--- src/design/csgc_pkg.sv ---
// Shared constants and types for the character-set group classifier.
`timescale 1ns / 1ps

package csgc_pkg;

    localparam int MAX_GROUPS = 256;
    localparam int SET_WORDS  = 4;
    localparam int WORD_W     = 64;
    localparam int WSEL_W     = $clog2(SET_WORDS);
    localparam int SLOT_W     = (MAX_GROUPS > 1) ? $clog2(MAX_GROUPS) : 1;
    localparam int CNT_W      = $clog2(MAX_GROUPS + 1);
    localparam int ADDR_W     = SLOT_W + WSEL_W;
    localparam int KEY_DEPTH  = MAX_GROUPS * SET_WORDS;
    localparam int IDX_W      = 8;

    typedef struct packed {
        logic [7:0] ch;
        logic       ch_valid;
        logic       end_of_string;
    } t_in_item;

    typedef struct packed {
        logic [IDX_W-1:0] group_index;
        logic             is_new_group;
        logic             table_full;
    } t_out_item;

    typedef logic [SET_WORDS-1:0][WORD_W-1:0] t_char_set;

    typedef struct packed {
        logic              we;
        logic [ADDR_W-1:0] waddr;
        logic [WORD_W-1:0] wdata;
        logic              re;
        logic [ADDR_W-1:0] raddr;
    } t_ram_req;

    typedef struct packed {
        logic      ready;
        logic      done;
        logic      clear_set;
        t_out_item res;
    } t_ctrl_stat;

endpackage

--- src/design/csgc_ctrl.sv ---
// Sequencer that scans the key memory word by word through one shared comparator.
`timescale 1ns / 1ps

module csgc_ctrl import csgc_pkg::*; (
    input  logic              i_clk,
    input  logic              i_rst_n,
    input  t_in_item          i_item,
    input  logic              i_accept,
    input  logic              i_out_free,
    input  t_char_set         i_set,
    input  logic [WORD_W-1:0] i_rdata,
    output t_ram_req          o_ram,
    output t_ctrl_stat        o_stat
);

    typedef enum logic [3:0] {
        S_IDLE  = 4'b0001,
        S_SCAN  = 4'b0010,
        S_STORE = 4'b0100,
        S_DONE  = 4'b1000
    } t_state;

    t_state            r_state,    n_state;
    logic [SLOT_W-1:0] r_slot,     n_slot;
    logic [WSEL_W-1:0] r_word,     n_word;
    logic              r_issue,    n_issue;
    logic              r_cmp_v,    n_cmp_v;
    logic [SLOT_W-1:0] r_cmp_slot, n_cmp_slot;
    logic [WSEL_W-1:0] r_cmp_word, n_cmp_word;
    logic              r_cmp_last, n_cmp_last;
    logic              r_ok,       n_ok;
    logic [CNT_W-1:0]  r_count,    n_count;
    t_out_item         r_res,      n_res;

    logic w_issue_last;
    logic w_eq;
    logic w_ok_now;
    logic w_room;

    localparam logic [WSEL_W-1:0] LastWord = WSEL_W'(SET_WORDS - 1);

    // The slot being read is the last stored one.
    assign w_issue_last = ((CNT_W + 1)'(r_slot) + (CNT_W + 1)'(1)) == (CNT_W + 1)'(r_count);
    // The shared comparator: one stored word against the matching word of the set.
    assign w_eq     = (i_rdata == i_set[r_cmp_word]);
    assign w_ok_now = w_eq & ((r_cmp_word == '0) | r_ok);
    assign w_room   = (r_count != CNT_W'(MAX_GROUPS));

    always_comb begin
        n_state    = r_state;
        n_slot     = r_slot;
        n_word     = r_word;
        n_issue    = r_issue;
        n_cmp_v    = r_cmp_v;
        n_cmp_slot = r_cmp_slot;
        n_cmp_word = r_cmp_word;
        n_cmp_last = r_cmp_last;
        n_ok       = r_ok;
        n_count    = r_count;
        n_res      = r_res;

        o_ram       = '0;
        o_ram.re    = r_issue;
        o_ram.raddr = {r_slot, r_word};

        o_stat           = '0;
        o_stat.ready     = (r_state == S_IDLE);
        o_stat.res       = r_res;

        unique case (r_state)
            S_IDLE: begin
                if (i_accept && i_item.end_of_string) begin
                    n_slot = '0;
                    n_word = '0;
                    if (r_count == '0) begin
                        n_state = S_STORE;
                        n_res   = '{group_index: '0, is_new_group: 1'b1, table_full: 1'b0};
                    end else begin
                        n_state = S_SCAN;
                        n_issue = 1'b1;
                        n_cmp_v = 1'b0;
                        n_ok    = 1'b1;
                    end
                end
            end
            S_SCAN: begin
                // Read stage.
                n_cmp_v = r_issue;
                if (r_issue) begin
                    n_cmp_slot = r_slot;
                    n_cmp_word = r_word;
                    n_cmp_last = w_issue_last;
                    n_word     = r_word + 1'b1;
                    if (r_word == LastWord) begin
                        if (w_issue_last) begin
                            n_issue = 1'b0;
                        end else begin
                            n_slot = r_slot + 1'b1;
                        end
                    end
                end
                // Compare stage.
                if (r_cmp_v) begin
                    n_ok = w_ok_now;
                    if (r_cmp_word == LastWord) begin
                        if (w_ok_now) begin
                            n_state = S_DONE;
                            n_issue = 1'b0;
                            n_cmp_v = 1'b0;
                            n_res   = '{group_index: IDX_W'(r_cmp_slot),
                                        is_new_group: 1'b0, table_full: 1'b0};
                        end else if (r_cmp_last) begin
                            n_issue = 1'b0;
                            n_cmp_v = 1'b0;
                            if (w_room) begin
                                n_state = S_STORE;
                                n_slot  = SLOT_W'(r_count);
                                n_word  = '0;
                                n_res   = '{group_index: IDX_W'(r_count),
                                            is_new_group: 1'b1, table_full: 1'b0};
                            end else begin
                                n_state = S_DONE;
                                n_res   = '{group_index: '0,
                                            is_new_group: 1'b1, table_full: 1'b1};
                            end
                        end
                    end
                end
            end
            S_STORE: begin
                o_ram.we    = 1'b1;
                o_ram.waddr = {r_slot, r_word};
                o_ram.wdata = i_set[r_word];
                n_word      = r_word + 1'b1;
                if (r_word == LastWord) begin
                    n_count = r_count + 1'b1;
                    n_state = S_DONE;
                end
            end
            S_DONE: begin
                o_stat.done = 1'b1;
                if (i_out_free) begin
                    o_stat.clear_set = 1'b1;
                    n_state          = S_IDLE;
                end
            end
            default: begin
                n_state = S_IDLE;
            end
        endcase
    end

    always_ff @(posedge i_clk) begin
        if (!i_rst_n) begin
            r_state <= S_IDLE;
            r_issue <= 1'b0;
            r_cmp_v <= 1'b0;
            r_count <= '0;
        end else begin
            r_state <= n_state;
            r_issue <= n_issue;
            r_cmp_v <= n_cmp_v;
            r_count <= n_count;
        end
    end

    always_ff @(posedge i_clk) begin
        r_slot     <= n_slot;
        r_word     <= n_word;
        r_cmp_slot <= n_cmp_slot;
        r_cmp_word <= n_cmp_word;
        r_cmp_last <= n_cmp_last;
        r_ok       <= n_ok;
        r_res      <= n_res;
    end

    // The group count never passes the table size.
    a_count_bound: assert property (@(posedge i_clk) disable iff (!i_rst_n)
        r_count <= CNT_W'(MAX_GROUPS))
        else $error("group count beyond table size");

    // Only stored slots are read during a scan.
    a_read_stored: assert property (@(posedge i_clk) disable iff (!i_rst_n)
        o_ram.re |-> ((CNT_W + 1)'(r_slot) < (CNT_W + 1)'(r_count)))
        else $error("read of a slot that was never stored");

    // Writes land on the next free slot only.
    a_write_free: assert property (@(posedge i_clk) disable iff (!i_rst_n)
        o_ram.we |-> ((CNT_W + 1)'(r_slot) == (CNT_W + 1)'(r_count)) && w_room)
        else $error("key write outside the next free slot");

    // A full table always reports a new set with group zero.
    a_full_result: assert property (@(posedge i_clk) disable iff (!i_rst_n)
        (o_stat.done && o_stat.res.table_full) |->
            (o_stat.res.is_new_group && (o_stat.res.group_index == '0)))
        else $error("table-full result with wrong fields");

    // A finished item completes the count update before the result is shown.
    a_store_then_done: assert property (@(posedge i_clk) disable iff (!i_rst_n)
        (o_ram.we && (r_word == LastWord)) |=> (r_state == S_DONE))
        else $error("store did not finish into the result state");

endmodule
--- config.mk ---
export PLATFORM = sky130hd
export DESIGN_NAME = csgc_ctrl
export DESIGN_NICKNAME = d
export VERILOG_FILES = /design/src/design/csgc_pkg.sv /design/src/design/csgc_ctrl.sv
export SDC_FILE = /design/constraint.sdc
export NUM_CORES = 1
export LEC_CHECK = 0
export ABC_CLOCK_PERIOD_IN_PS = 4600
export BUFFER_PORTS_ARGS = -buffer_cell sky130_fd_sc_hd__buf_2
export CAP_MARGIN = 20
export CORE_ASPECT_RATIO = 1.2
export CORE_MARGIN = 2
export CORE_UTILIZATION = 25
export CTS_CLUSTER_SIZE = 24
export DETAILED_ROUTE_END_ITERATION = 8
export PLACE_DENSITY = 0.47
export SETUP_SLACK_MARGIN = 0.3
export SYNTH_ARGS = -nofsm -noshare
export SYNTH_HDL_FRONTEND = slang
export SYNTH_SLANG_ARGS = --single-unit
--- constraint.sdc ---
create_clock -name i_clk -period 4.6 [get_ports i_clk]
set_input_delay 0.23 -clock i_clk [delete_from_list [all_inputs] [get_ports i_clk]]
set_output_delay 0.23 -clock i_clk [all_outputs]
set_load 0.01 [all_outputs]
==> summary.md <==
| Metric | Value |
|---|---|
| Unique cell type count in the Yosys netlist | `71` |
| Post-synth top flop | `edfxtp_1` |
| Vias per inst | `5.216` |
| Global-route wire length before repair | `51,430 um` |
| Sequential cell area fraction in the yosys report | `0.1716` |
| Max Fclk | `0.2455 GHz` |
| DIE HEIGHT | `191.8 um` |
| Residual DRC | `0` |
| Clock transition at path regs | `60 ps` |
| WS Path Type | `register to register` |
| Clock power frac | `0.162` |
| Pin count of the biggest net entering global routing | `70` |
| Clk_lat worst skew | `290 ps` |
| Reg2reg end | `o_stat[6]` |
| Comb power frac | `0.615` |
| Nets | `1,437` |
| Net switching power | `0.8765 mW` |
| Total iterations of the first detailed-routing run | `4` |
| Root Driver | `clkbuf_16` |
| Gr ovfl total | `0` |
| FFs w/ async S/R, synth | `0` |
| Die area | `30,790 um2` |
| TritonCTS buffer count | `5` |
| Syn. warnings | `0` |
| Worst hold path class | `input pin to register` |
| FF+latch count, synth | `47` |
| Clock skew | `5.678 ps` |
| Post-route minimum period | `4073 ps` |
| Layout cells sized above 1 | `0.5045` |
| Post-synthesis mux area share | `0.3998` |
| Fin util | `0.3445` |
| Leak pwr | `4.377 nW` |
| RSZ-0062 raised after global routing | `no` |
| Syn_area_per_cell | `10.34 um2` |
| PD cells | `235.0 nW/um2` |
| Worst setup EP type | `register` |
| Max-Cap Viols | `0` |
| H-tree levels | `2` |
| Iteration-0 DRC Markers | `441` |
| Final hold vios | `0` |
| Vias in the first global route | `7,976` |
| Switching Fraction | `0.3753` |
| Final RePlAce weighted congestion | `0.8830` |
| # rows | `68` |
| Largest family of logic cells by synthesized area | `multiplexers` |
| Outcome | `completed` |
| # IOs | `433` |
| Core area | `28,840 um2` |
| Internal | `1.459 mW` |
| Gr usage total | `0.2246` |
| Starting Density | `0.2548` |
| Worst EP required | `4590 ps` |
| Final setup viols | `0` |
| Hold Path Sink | `r_state[0]` |
| Post-Synth Simple-Gate Area | `0.1631` |
| Final period utilization | `0.8855` |
| CP Data Arrival Time | `4060 ps` |
| VDD IR max | `300.8 uV` |
| Initial antenna violation count | `28` |
| DR vias | `7,824` |
| Synth Area in Adders | `0.006811` |
| Startpoint Class | `register` |
| Antenna viol nets, final | `0` |
| PortBufs | `423` |
| Worst Hold Path Cells | `2` |
| Post-CTS Setup Bufs | `0` |
| Total power | `2.335 mW` |
| Worst Min Path Start | `i_rst_n` |
| EDFF count, synth | `32` |
| R2R Setup Slk | `530 ps` |
| Sequential share of power | `0.223` |
| WL per Instance | `24.28 um` |
| Worst reg-to-reg path cell count | `11` |
| Slew @ Worst Pin | `1071 ps` |
| Sink Count | `47` |
| Synthesis-to-finish area growth | `35.21%` |
| Post-detail-place hpwl | `30,040 um` |
| Xor/xnor share of the synthesized area | `0.08105` |
| Final wirelength | `36,420 um` |
| TritonCTS clock tree | `built` |
| Die Wd | `160.5 um` |
| Slew margin rel. | `0.2858` |
| Crit path max fanout | `26` |
| Synthesized cell area | `7348 um2` |
| Slew Viols, Final | `0` |
| CTS Buffer Depth | `2` |
| WHS | `233.0 ps` |
| Fin Setup TNS | `0 ps` |
| Syn Nets | `1,049` |
| Compound-Gate Fraction of Synth Area | `0.1168` |
| R2R Path Start | `r_cmp_word[0]` |
| Mapped Cells | `711` |
[power groups by stage]
stage | clock, mW | sequential, mW | combinational (mW)
detailed placement | 0 | 0.531 | 1.46
floorplan | 0 | 0.534 | 0.947
global placement | 0 | 0.531 | 1.45
CTS | 0.384 | 0.522 | 1.46
finish | 0.378 | 0.521 | 1.44
global route | 0.402 | 0.526 | 1.55
[worst max path at each step]
stage,startpoint,to,cells past startpoint
detailed placement,r_cmp_word[0],o_stat[7],11
global placement,r_cmp_word[0],o_stat[7],11
floorplan,r_cmp_word[0],o_stat[0],10
CTS,r_cmp_word[0],o_stat[7],11
global route,r_cmp_word[0],o_stat[6],11
finish,r_cmp_word[0],o_stat[6],11
[final cells by class]
class                   count  area, um2
fillers                  3089      18910
multi-input cells         586       5653
repair buffers            437       2272
flip-flops and latches     47       1261
well taps                 385      481.7
clock buffers               7      142.6
inverters                  22      82.58
diodes                     15      37.54
clock inverters             1      5.005
[what timing repair did]
action,in CTS,in global routing
gates resized for setup,0,1
setup endpoints to repair,0,9
hold buffers,0,0
[metrics by stage]
| step | setup WS, ps | std cells | instance area, um2 |
|---|---|---|---|
| finish | 526.9 | 1500 | 9936 |
| global route | 327.8 | 1496 | 9926 |
| CTS | 487.1 | 1485 | 9892 |
| detailed placement | 499.1 | 1477 | 9744 |
| global placement | 560.2 | 1477 | 9744 |
| floorplan | 1141 | 711 | 7348 |
[logic make-up after synthesis]
kind of cell    after synthesis
xor+xnor                     68
fa+ha+maj                     4
compound gates              120
flops                        47
buf+inv                      78
mux                         170
simple gates                224
[registers in the layout, summed over array words and instances (netlist names)]
signal,cells
o_stat,10
r_word,2
r_count,9
r_issue,1
r_state,4
r_cmp_word,2
r_cmp_v,1
r_cmp_last,1
r_slot,8
r_cmp_slot,8
r_ok,1
[worst max-delay path, stage by stage, from the launching register on]
cell       delay, ps
edfxtp_1         440
buf_12           250
mux4_1           700
xnor2_1          180
nand4_1          120
or4_1            450
or4_1            460
nor3_4           210
nand3_2          220
o2bb2ai_2        210
nor2_1           230
buf_4            250
[layout by cell type (no fill, tap or decap), types with 20 or more instances in the layout]
cell      instances
xor2_1           20
and2_1           79
mux4_2           96
edfxtp_1         32
buf_2           423
nand3_1          20
xnor2_1          48
inv_1            20
nor2_1           34
mux2i_1          70
nand2_1          47
a21oi_1          21
[cells in the mapped netlist (9+ instances only)]
library cell,instances,share of area
mux4_2,96,0.29
o21ai_0,18,0.012
xnor2_1,48,0.057
o22ai_1,9,0.0077
nand2_1,47,0.024
dfxtp_1,15,0.041
clkbuf_1,21,0.011
and2_1,79,0.067
inv_1,21,0.011
xor2_1,20,0.024
a21oi_1,21,0.014
mux2i_1,70,0.095
nor2_1,34,0.017
edfxtp_1,32,0.13
buf_2,11,0.0075
nand3_1,20,0.014
[layer usage]
layer | part of all wire | wire [um] | GRT usage | vias to the layer above
li1 | - | - | - | 3566
met1 | 0.36 | 12950 | 0.2404 | 3894
met2 | 0.52 | 19020 | 0.4090 | 280
met3 | 0.10 | 3649 | 0.08983 | 58
met4 | 0.018 | 645 | 0.06272 | 26
met5 | 0.0044 | 159 | 0 | -
Note: power is estimated with default switching activity, not from simulation.
